===== config.mk =====
export PLATFORM = sky130hd
export DESIGN_NAME = grouping_char_list_store
export DESIGN_NICKNAME = d
export VERILOG_FILES = /design/src/hw/rtl/gcls_pkg.sv /design/src/hw/rtl/gcls_mem.sv /design/src/hw/rtl/gcls_seq.sv /design/src/hw/rtl/grouping_char_list_store.sv
export VERILOG_INCLUDE_DIRS = /design/src /design/src/hw/rtl
export SDC_FILE = /design/constraint.sdc
export NUM_CORES = 1
export LEC_CHECK = 0
export ABC_AREA = 1
export BUFFER_PORTS_ARGS = -buffer_cell sky130_fd_sc_hd__buf_2
export CORE_MARGIN = 2
export CORE_UTILIZATION = 36
export DETAILED_ROUTE_END_ITERATION = 16
export PLACE_DENSITY = 0.54
export SLEW_MARGIN = 30
export SYNTH_ARGS = -nofsm -noshare
export SYNTH_HDL_FRONTEND = slang
export SYNTH_SLANG_ARGS = --single-unit

===== constraint.sdc =====
create_clock -name clk -period 3.35 [get_ports clk]
set_input_delay 0.1675 -clock clk [delete_from_list [all_inputs] [get_ports clk]]
set_output_delay 0.1675 -clock clk [all_outputs]
set_load 0.1 [all_outputs]

===== src/hw/rtl/grouping_char_list_store_defines.svh =====
// Assertion macros for the grouping character list store.
// Used by the top level only; no other dependencies.
`ifndef GROUPING_CHAR_LIST_STORE_DEFINES_SVH
`define GROUPING_CHAR_LIST_STORE_DEFINES_SVH

// Same-cycle implication, sampled on clk, off during reset
`define GCLS_ASSERT_NOW(lbl, ante, cons, msg) \
	lbl: assert property (@(posedge clk) disable iff (!arst_n) (ante) |-> (cons)) \
		else $error(msg);

// Next-cycle implication, sampled on clk, off during reset
`define GCLS_ASSERT_NEXT(lbl, ante, cons, msg) \
	lbl: assert property (@(posedge clk) disable iff (!arst_n) (ante) |=> (cons)) \
		else $error(msg);

`endif


===== src/hw/rtl/gcls_pkg.sv =====
// Shared types and constants for the grouping character list store.
// No dependencies; imported by every module of the block.
package gcls_pkg;

	localparam int DEF_CAPACITY = 16;
	localparam int VALUE_W      = 8;
	localparam int POS_W        = 4;
	localparam int COUNT_OUT_W  = 5;

	typedef enum logic [1:0] {
		KIND_INSERT = 2'd0,
		KIND_DELETE = 2'd1,
		KIND_READ   = 2'd2
	} kind_t;

	typedef enum logic [1:0] {
		ST_DONE      = 2'd0,
		ST_NOT_FOUND = 2'd1,
		ST_FULL      = 2'd2,
		ST_BEYOND    = 2'd3
	} status_t;

	typedef enum logic [2:0] {
		S_IDLE,
		S_SCAN,
		S_TAIL,
		S_RDW,
		S_DONE
	} state_t;

	// memory port strobes
	typedef struct packed {
		logic we;
		logic re;
	} mem_ctrl_t;

	// one result item
	typedef struct packed {
		status_t                  status;
		logic [COUNT_OUT_W-1:0]   entry_count;
		logic [VALUE_W-1:0]       read_value;
	} result_t;

endpackage


===== src/hw/rtl/gcls_mem.sv =====
// Entry store: single-port-write, single-port-read synchronous RAM.
// Depends on gcls_pkg for the strobe struct and value width.
module gcls_mem #(
	parameter int DEPTH = gcls_pkg::DEF_CAPACITY,
	parameter int AW    = 4
) (
	input  logic                         clk,
	input  gcls_pkg::mem_ctrl_t          ctrl,
	input  logic [AW-1:0]                waddr,
	input  logic [gcls_pkg::VALUE_W-1:0] wdata,
	input  logic [AW-1:0]                raddr,
	output logic [gcls_pkg::VALUE_W-1:0] rdata
);
	import gcls_pkg::*;

	logic [VALUE_W-1:0] mem_q [DEPTH];

	// write port
	always_ff @(posedge clk) begin
		if (ctrl.we) begin
			mem_q[waddr] <= wdata;
		end
	end

	// registered read port
	always_ff @(posedge clk) begin
		if (ctrl.re) begin
			rdata <= mem_q[raddr];
		end
	end

endmodule


===== src/hw/rtl/gcls_seq.sv =====
// Sequencer: walks the entry store once per insert or delete, shifting
// entries by read-modify-write; a read fetches a single entry. Depends on gcls_pkg.
module gcls_seq #(
	parameter int CAPACITY = gcls_pkg::DEF_CAPACITY,
	parameter int AW       = 4,
	parameter int CW       = 5
) (
	input  logic                         clk,
	input  logic                         arst_n,
	input  logic                         in_valid,
	output logic                         in_ready,
	input  logic [1:0]                   in_kind,
	input  logic [gcls_pkg::VALUE_W-1:0] in_value,
	input  logic [gcls_pkg::POS_W-1:0]   in_position,
	output logic                         res_valid,
	input  logic                         res_ready,
	output gcls_pkg::result_t            res,
	output logic [CW-1:0]                count,
	output gcls_pkg::mem_ctrl_t          mem_ctrl,
	output logic [AW-1:0]                mem_waddr,
	output logic [gcls_pkg::VALUE_W-1:0] mem_wdata,
	output logic [AW-1:0]                mem_raddr,
	input  logic [gcls_pkg::VALUE_W-1:0] mem_rdata
);
	import gcls_pkg::*;

	localparam int XW = CW + POS_W;

	state_t             state_q, state_d;
	kind_t              op_q;
	logic [VALUE_W-1:0] val_q;
	logic [VALUE_W-1:0] carry_q;
	logic [VALUE_W-1:0] rdval_q;
	status_t            status_q;
	logic [CW-1:0]      cnt_q;
	logic [CW-1:0]      rptr_q;
	logic [CW-1:0]      didx_s1;
	logic               found_q;

	kind_t              kind_in;
	logic               in_full, in_empty, in_beyond;
	logic [XW-1:0]      pos_ext, cnt_ext;
	logic [CW-1:0]      last_idx, prev_idx;
	logic               hit, at_last;
	logic [CW+COUNT_OUT_W-1:0] cnt_wide;

	assign kind_in   = kind_t'(in_kind);
	assign pos_ext   = {{CW{1'b0}}, in_position};
	assign cnt_ext   = {{POS_W{1'b0}}, cnt_q};
	assign in_full   = (cnt_q >= CW'(CAPACITY));
	assign in_empty  = (cnt_q == '0);
	assign in_beyond = (pos_ext >= cnt_ext) || (pos_ext >= XW'(CAPACITY));
	assign last_idx  = cnt_q - CW'(1);
	assign prev_idx  = didx_s1 - CW'(1);
	assign hit       = (mem_rdata == val_q);
	assign at_last   = (didx_s1 == last_idx);
	assign cnt_wide  = {{COUNT_OUT_W{1'b0}}, cnt_q};
	assign count     = cnt_q;

	// next state
	always_comb begin
		state_d = state_q;
		unique case (state_q)
			S_IDLE: begin
				if (in_valid) begin
					case (kind_in)
						KIND_INSERT: state_d = in_full ? S_DONE : (in_empty ? S_TAIL : S_SCAN);
						KIND_DELETE: state_d = in_empty ? S_DONE : S_SCAN;
						KIND_READ:   state_d = in_beyond ? S_DONE : S_RDW;
						default:     state_d = S_DONE;
					endcase
				end
			end
			S_SCAN: begin
				if (at_last) begin
					state_d = (op_q == KIND_INSERT) ? S_TAIL : S_DONE;
				end
			end
			S_TAIL:  state_d = S_DONE;
			S_RDW:   state_d = S_DONE;
			S_DONE: begin
				if (res_ready) begin
					state_d = S_IDLE;
				end
			end
			default: state_d = S_IDLE;
		endcase
	end

	// outputs and memory requests
	always_comb begin
		in_ready        = 1'b0;
		res_valid       = 1'b0;
		mem_ctrl        = '0;
		mem_waddr       = didx_s1[AW-1:0];
		mem_wdata       = carry_q;
		mem_raddr       = '0;
		res.status      = status_q;
		res.entry_count = cnt_wide[COUNT_OUT_W-1:0];
		res.read_value  = rdval_q;
		unique case (state_q)
			S_IDLE: begin
				in_ready = 1'b1;
				if (in_valid) begin
					case (kind_in)
						KIND_INSERT, KIND_DELETE: begin
							mem_ctrl.re = !in_empty && !(kind_in == KIND_INSERT && in_full);
						end
						KIND_READ: begin
							mem_ctrl.re = !in_beyond;
							mem_raddr   = pos_ext[AW-1:0];
						end
						default: mem_ctrl.re = 1'b0;
					endcase
				end
			end
			S_SCAN: begin
				mem_ctrl.re = (rptr_q < cnt_q);
				mem_raddr   = rptr_q[AW-1:0];
				if (op_q == KIND_INSERT) begin
					// from the first match on, each entry moves one place down
					mem_ctrl.we = found_q || hit;
					mem_wdata   = found_q ? carry_q : val_q;
				end else begin
					// after the match, each entry moves one place up
					mem_ctrl.we = found_q;
					mem_waddr   = prev_idx[AW-1:0];
					mem_wdata   = mem_rdata;
				end
			end
			S_TAIL: begin
				mem_ctrl.we = 1'b1;
				mem_waddr   = cnt_q[AW-1:0];
				mem_wdata   = found_q ? carry_q : val_q;
			end
			S_RDW: begin
				mem_ctrl = '0;
			end
			S_DONE: begin
				res_valid = 1'b1;
			end
			default: begin
				mem_ctrl = '0;
			end
		endcase
	end

	// control state
	always_ff @(posedge clk or negedge arst_n) begin
		if (!arst_n) begin
			state_q <= S_IDLE;
			cnt_q   <= '0;
			found_q <= 1'b0;
		end else begin
			state_q <= state_d;
			unique case (state_q)
				S_IDLE: found_q <= 1'b0;
				S_SCAN: begin
					if (hit) begin
						found_q <= 1'b1;
					end
					if (at_last && op_q == KIND_DELETE && (found_q || hit)) begin
						cnt_q <= cnt_q - CW'(1);
					end
				end
				S_TAIL: cnt_q <= cnt_q + CW'(1);
				default: cnt_q <= cnt_q;
			endcase
		end
	end

	// operation payload
	always_ff @(posedge clk) begin
		unique case (state_q)
			S_IDLE: begin
				if (in_valid) begin
					op_q    <= kind_in;
					val_q   <= in_value;
					rptr_q  <= CW'(1);
					didx_s1 <= '0;
					rdval_q <= '0;
					case (kind_in)
						KIND_INSERT: status_q <= in_full ? ST_FULL : ST_DONE;
						KIND_DELETE: status_q <= in_empty ? ST_NOT_FOUND : ST_DONE;
						KIND_READ:   status_q <= in_beyond ? ST_BEYOND : ST_DONE;
						default:     status_q <= ST_DONE;
					endcase
				end
			end
			S_SCAN: begin
				rptr_q  <= rptr_q + CW'(1);
				didx_s1 <= didx_s1 + CW'(1);
				if (op_q == KIND_INSERT) begin
					if (found_q || hit) begin
						carry_q <= mem_rdata;
					end
				end else if (at_last) begin
					status_q <= (found_q || hit) ? ST_DONE : ST_NOT_FOUND;
				end
			end
			S_RDW: rdval_q <= mem_rdata;
			default: rdval_q <= rdval_q;
		endcase
	end

endmodule


===== src/hw/rtl/grouping_char_list_store.sv =====
// Top level of the grouping character list store: sequencer, entry RAM and
// output register. Depends on gcls_pkg, gcls_mem, gcls_seq and the defines header.
//
// Ordered list of up to CAPACITY bytes held in one synchronous RAM. One item is
// handled at a time; each insert or delete takes one pass through the RAM, one
// entry per cycle, since the single read port sets the pace. An insert scans the
// list, then writes the tail entry (on an empty list it writes the tail at once),
// a delete scans the list, a read does one RAM read, and a refused, empty or
// unused-kind item goes straight to its result. A finished result waits in
// the output register, so the next item is taken while it is still unread.
// No clearing pass is needed after reset: only entries below the count are read.
`include "grouping_char_list_store_defines.svh"

module grouping_char_list_store #(
	parameter int CAPACITY = gcls_pkg::DEF_CAPACITY
) (
	input  logic        clk,
	input  logic        arst_n,
	input  logic        s_axis_tvalid,
	output logic        s_axis_tready,
	input  logic [15:0] s_axis_tdata,  // [7:0] value, [11:8] position, [15:12] zero
	input  logic [1:0]  s_axis_tuser,  // [1:0] kind
	output logic        m_axis_tvalid,
	input  logic        m_axis_tready,
	output logic [15:0] m_axis_tdata,  // [4:0] entry_count, [12:5] read_value, [15:13] zero
	output logic [1:0]  m_axis_tuser   // [1:0] status
);
	import gcls_pkg::*;

	localparam int AW = (CAPACITY > 1) ? $clog2(CAPACITY) : 1;
	localparam int CW = $clog2(CAPACITY + 1);

	mem_ctrl_t          mem_ctrl;
	logic [AW-1:0]      mem_waddr, mem_raddr;
	logic [VALUE_W-1:0] mem_wdata, mem_rdata;
	logic               res_valid, res_ready;
	result_t            res;
	logic [CW-1:0]      count;
	logic               out_valid_q;
	result_t            out_q;

	gcls_mem #(
		.DEPTH (CAPACITY),
		.AW    (AW)
	) u_mem (
		.clk   (clk),
		.ctrl  (mem_ctrl),
		.waddr (mem_waddr),
		.wdata (mem_wdata),
		.raddr (mem_raddr),
		.rdata (mem_rdata)
	);

	gcls_seq #(
		.CAPACITY (CAPACITY),
		.AW       (AW),
		.CW       (CW)
	) u_seq (
		.clk         (clk),
		.arst_n      (arst_n),
		.in_valid    (s_axis_tvalid),
		.in_ready    (s_axis_tready),
		.in_kind     (s_axis_tuser),
		.in_value    (s_axis_tdata[7:0]),
		.in_position (s_axis_tdata[11:8]),
		.res_valid   (res_valid),
		.res_ready   (res_ready),
		.res         (res),
		.count       (count),
		.mem_ctrl    (mem_ctrl),
		.mem_waddr   (mem_waddr),
		.mem_wdata   (mem_wdata),
		.mem_raddr   (mem_raddr),
		.mem_rdata   (mem_rdata)
	);

	// output register: loads when empty or being drained
	assign res_ready = !out_valid_q || m_axis_tready;

	always_ff @(posedge clk or negedge arst_n) begin
		if (!arst_n) begin
			out_valid_q <= 1'b0;
		end else if (res_ready) begin
			out_valid_q <= res_valid;
		end
	end

	always_ff @(posedge clk) begin
		if (res_ready && res_valid) begin
			out_q <= res;
		end
	end

	assign m_axis_tvalid = out_valid_q;
	assign m_axis_tuser  = out_q.status;
	assign m_axis_tdata  = {3'b000, out_q.read_value, out_q.entry_count};

	// checks
	`GCLS_ASSERT_NOW(a_count_bound, 1'b1, count <= CW'(CAPACITY), "entry count above capacity")
	`GCLS_ASSERT_NEXT(a_one_at_a_time, s_axis_tvalid && s_axis_tready, !s_axis_tready,
		"second item taken while one is in progress")
	`GCLS_ASSERT_NOW(a_rdval_done, m_axis_tvalid && (m_axis_tdata[12:5] != 8'd0),
		m_axis_tuser == ST_DONE, "read value present on a failed result")

endmodule


==> summary.txt <==
Status
  – Run status: complete, no violations

Final layout
  – Cell area after layout: 10,800 sq um
  – Nets: 1,022
  – Most common cell after layout, fill and taps aside: sky130_fd_sc_hd__nand2_1
  – Area Growth Syn to Fin: 14.9%
  – Commonest non-fill, non-tap cells in the layout: sky130_fd_sc_hd__nand2_1, sky130_fd_sc_hd__edfxtp_1, sky130_fd_sc_hd__nand3_1
  – Fraction of final layout cells with drive strength greater than 1: 12.7%
  – Antenna diode count: 0

Detailed routing
  – Iter 0 DRT Violations: 565
  – Routed length per placed instance: 16.6 um
  – Count of unresolved DRC violations after routing: 0
  – Number of vias in the routed layout: 6,546
  – Remaining antenna violation count: 0
  – Via density per instance: 4.91
  – Detailed Route WL: 22.1 mm
  – Number of iterations in the first detailed-routing pass: 5

Place
  – Count of buffers inserted at the top-level ports: 34
  – Placer Congestion: 0.828
  – Post-placement cell area: 10,100 sq um
  – Sum of net half-perimeters after detailed placement: 14.3 mm

Floorplanning
  – Die width: 166 um
  – Core Region: 25,800 sq um
  – Top-level port count: 42
  – Initial standard-cell utilization of the core: 36.4%
  – Row Count: 59
  – Die height: 166 um
  – Die Footprint: 27,400 sq um

Critical path
  – CP Cell Sequence: nand2_2 -> inv_2 -> nand2_2 -> buf_4 -> nand3b_1 -> nand3_1 -> nand3_1 -> nand3_1 -> nand2_1
  – Register-to-Register Setup Slack: 0.69 ns
  – Startpoint of the most critical register-to-register path: u_seq.state_q[0]
  – Number of cell instances on the worst register-to-register path: 9
  – Largest fanout on the critical path: 65
  – CP Capture Type: flop
  – Critical path required time: 3.53 ns
  – Terminus of the critical flop-to-flop path: u_mem.rdata[1]
  – CP startpoint kind: flop
  – Most repeated library cell on the critical path: sky130_fd_sc_hd__nand3_1
  – Endpoint arrival time on the critical path: 2.84 ns
  – Worst setup path class: flop to flop
  – Number of buffer and inverter instances along the worst setup path: 2
  – Dominant delay contributor by cell family on the critical path: simple AND/OR/NAND/NOR gates
  – Largest stage delay on the critical path: 0.58 ns
  – Slowest cell on the critical path: sky130_fd_sc_hd__buf_4

Synthesis
  – Number of instances in the synthesized netlist: 922
  – Mean instance size in the synthesized netlist: 10.2 sq um
  – Fraction of the yosys area taken by sequential cells: 63.1%
  – Netlist Area Pre-Place: 9390 sq um
  – Register bit total from synthesis: 199
  – Yosys Warn Count: 0
  – Count of different cell masters after synthesis: 37

STA
  – Max-slew violations: 0
  – Timing-limited maximum frequency: 376 MHz
  – Final count of hold timing violations: 0
  – Worst Max-Slew Pin Slew: 0.845 ns
  – Setup violation total in the final timing report: 0
  – Relative slew slack: 43.6%
  – Layout Skew: 0.0182 ns
  – Post-layout min period: 2.66 ns
  – Accumulated negative setup slack: 0 ns
  – Final period util: 79.5%
  – RSZ-0062 raised after global routing: no

Global routing
  – Pin count of the biggest net entering global routing: 66
  – All-Layer GR Usage: 17.0%
  – Wire length of the first global-routing pass: 34.7 mm
  – Antenna violations before repair: 0
  – Number of global-route vias before repair: 6,246
  – Overflow left after global routing: 0

CTS
  – Clock latency of the later-clocked register in the worst-skew pair: 0.44 ns
  – Largest buffer count on any clock path: 2
  – Clock root buffer: sky130_fd_sc_hd__clkbuf_16
  – Number of CTS-inserted buffers: 17
  – Number of levels the H-tree was split into: 4
  – Total setup buffers inserted after CTS: 0
  – Clock input transition at the sequential cells of the worst setup and hold paths: 0.08 ns
  – TritonCTS clock tree: yes
  – CTS sink cnt: 199

Power and ir drop
  – Maximum ir drop on the vdd rail: 615 uV
  – Leakage: 4.45 nW
  – PD cells: 885 nW/um^2

Worst hold path
  – Type of the worst min-delay path: primary input to asynchronous set/reset pin

Flow run
  – Number of violations of the max-capacitance limit: 0
## sequential cells by signal, summed over array words and instances (netlist names)
register,count
m_axis_tdata,13
m_axis_tuser,2
m_axis_tvalid,1
u_mem.mem_q,128
u_mem.rdata,8
u_seq.carry_q,8
u_seq.count,5
u_seq.didx_s1,5
u_seq.found_q,1
u_seq.op_q,2
u_seq.rdval_q,8
u_seq.rptr_q,5
u_seq.state_q,3
u_seq.status_q,2
u_seq.val_q,8
## per-stage QoR
step	cells	worst slack (ns)	power [mW]	hold slack, ns	util [%]
floorplan	924	1.18	6.33	-0.128	-
detailed placement	1290	0.703	7.44	0.0435	38.9
CTS	1334	0.687	9.61	0.107	41.8
global placement	1290	0.701	7.41	0.0484	38.9
global route	1334	0.468	10.2	0.133	41.8
finish	1334	0.687	9.54	0.107	41.8
## synthesized netlist by cell type, drive strengths merged
| library cell | count | area (sq um) |
|---|---|---|
| nand2 | 235 | 900 |
| a21oi | 15 | 90.1 |
| nor2 | 53 | 223 |
| nand4 | 3 | 18.8 |
| xnor2 | 6 | 52.6 |
| o21ai | 15 | 86.3 |
| nand3b | 17 | 128 |
| inv | 115 | 432 |
| xor2 | 4 | 35.0 |
| clkinv | 1 | 3.75 |
| a31oi | 1 | 6.26 |
| o221ai | 8 | 70.1 |
| o21a | 1 | 7.51 |
| buf | 34 | 200 |
| ha | 14 | 175 |
| a22oi | 3 | 36.3 |
| edfxtp | 189 | 5680 |
| o2111ai | 1 | 8.76 |
| dfrtp | 10 | 250 |
| nor3 | 3 | 26.3 |
| conb | 1 | 3.75 |
| nand3 | 187 | 941 |
| or2 | 1 | 6.26 |
| clkbuf | 5 | 18.8 |
## worst register-to-register path: cells and delay by family (launching register included)
family / cells / cell delay [ns]
buffers and inverters: 2 / 0.80
and+or+nand+nor: 7 / 1.14
DFF: 1 / 0.47
## repair_timing
action | in CTS | in global routing
gates resized for setup | 0 | 0
hold endpoints to repair | 21 | 0
hold buffers | 12 | 0
## report_power, final
part           leakage (nW)  switching, mW  internal (mW)  total, mW
Clock                 0.301          0.956           1.19       2.15
Sequential             1.86          0.276           3.41       3.69
Combinational          2.29           2.73          0.976       3.71
## layout make-up
| cell class | instances | area [sq um] |
|---|---|---|
| inverters | 116 | 435 |
| fillers | 2571 | 15000 |
| multi-input cells | 570 | 2820 |
| repair buffers | 82 | 573 |
| clock buffers | 17 | 425 |
| clock inverters | 15 | 186 |
| flip-flops and latches | 199 | 5930 |
| well taps | 335 | 419 |
## how the worst max path moves through the flow
| stage | cells after the start | end | slack, ns | start |
|---|---|---|---|---|
| 6_report | 9 | u_mem.rdata[1] | 0.69 | u_seq.state_q[0] |
| 4_1_cts | 11 | u_mem.rdata[1] | 0.69 | u_seq.state_q[2] |
| 3_5_place_dp | 10 | u_mem.rdata[0] | 0.70 | u_seq.state_q[2] |
| 2_1_floorplan | 8 | u_mem.mem_q[1][0] | 1.18 | u_seq.didx_s1[0] |
| 5_1_grt | 10 | u_mem.rdata[2] | 0.47 | u_seq.state_q[2] |
| 3_3_place_gp | 11 | u_mem.rdata[0] | 0.70 | u_seq.state_q[2] |
## cells by family (layout without fill, tap and decap cells)
family / after synthesis / in the layout / share of synthesized area, %
compound gates: 44 / 44 / 3.25
xor+xnor: 10 / 10 / 0.932
fa+ha+maj: 14 / 14 / 1.86
buf+inv: 155 / 230 / 6.97
flops: 199 / 199 / 63.1
other cells: 1 / 3 / 0.0399
simple gates: 499 / 499 / 23.9
## layer usage
layer,vias up,track usage (%),part of all wire (%)
met1,3130,24.2,48
met5,-,0,0
met4,0,5.53,1.3
met3,15,2.77,4.2
met2,153,26.6,46
li1,3248,-,-
Power figures use the tool's default switching activity.
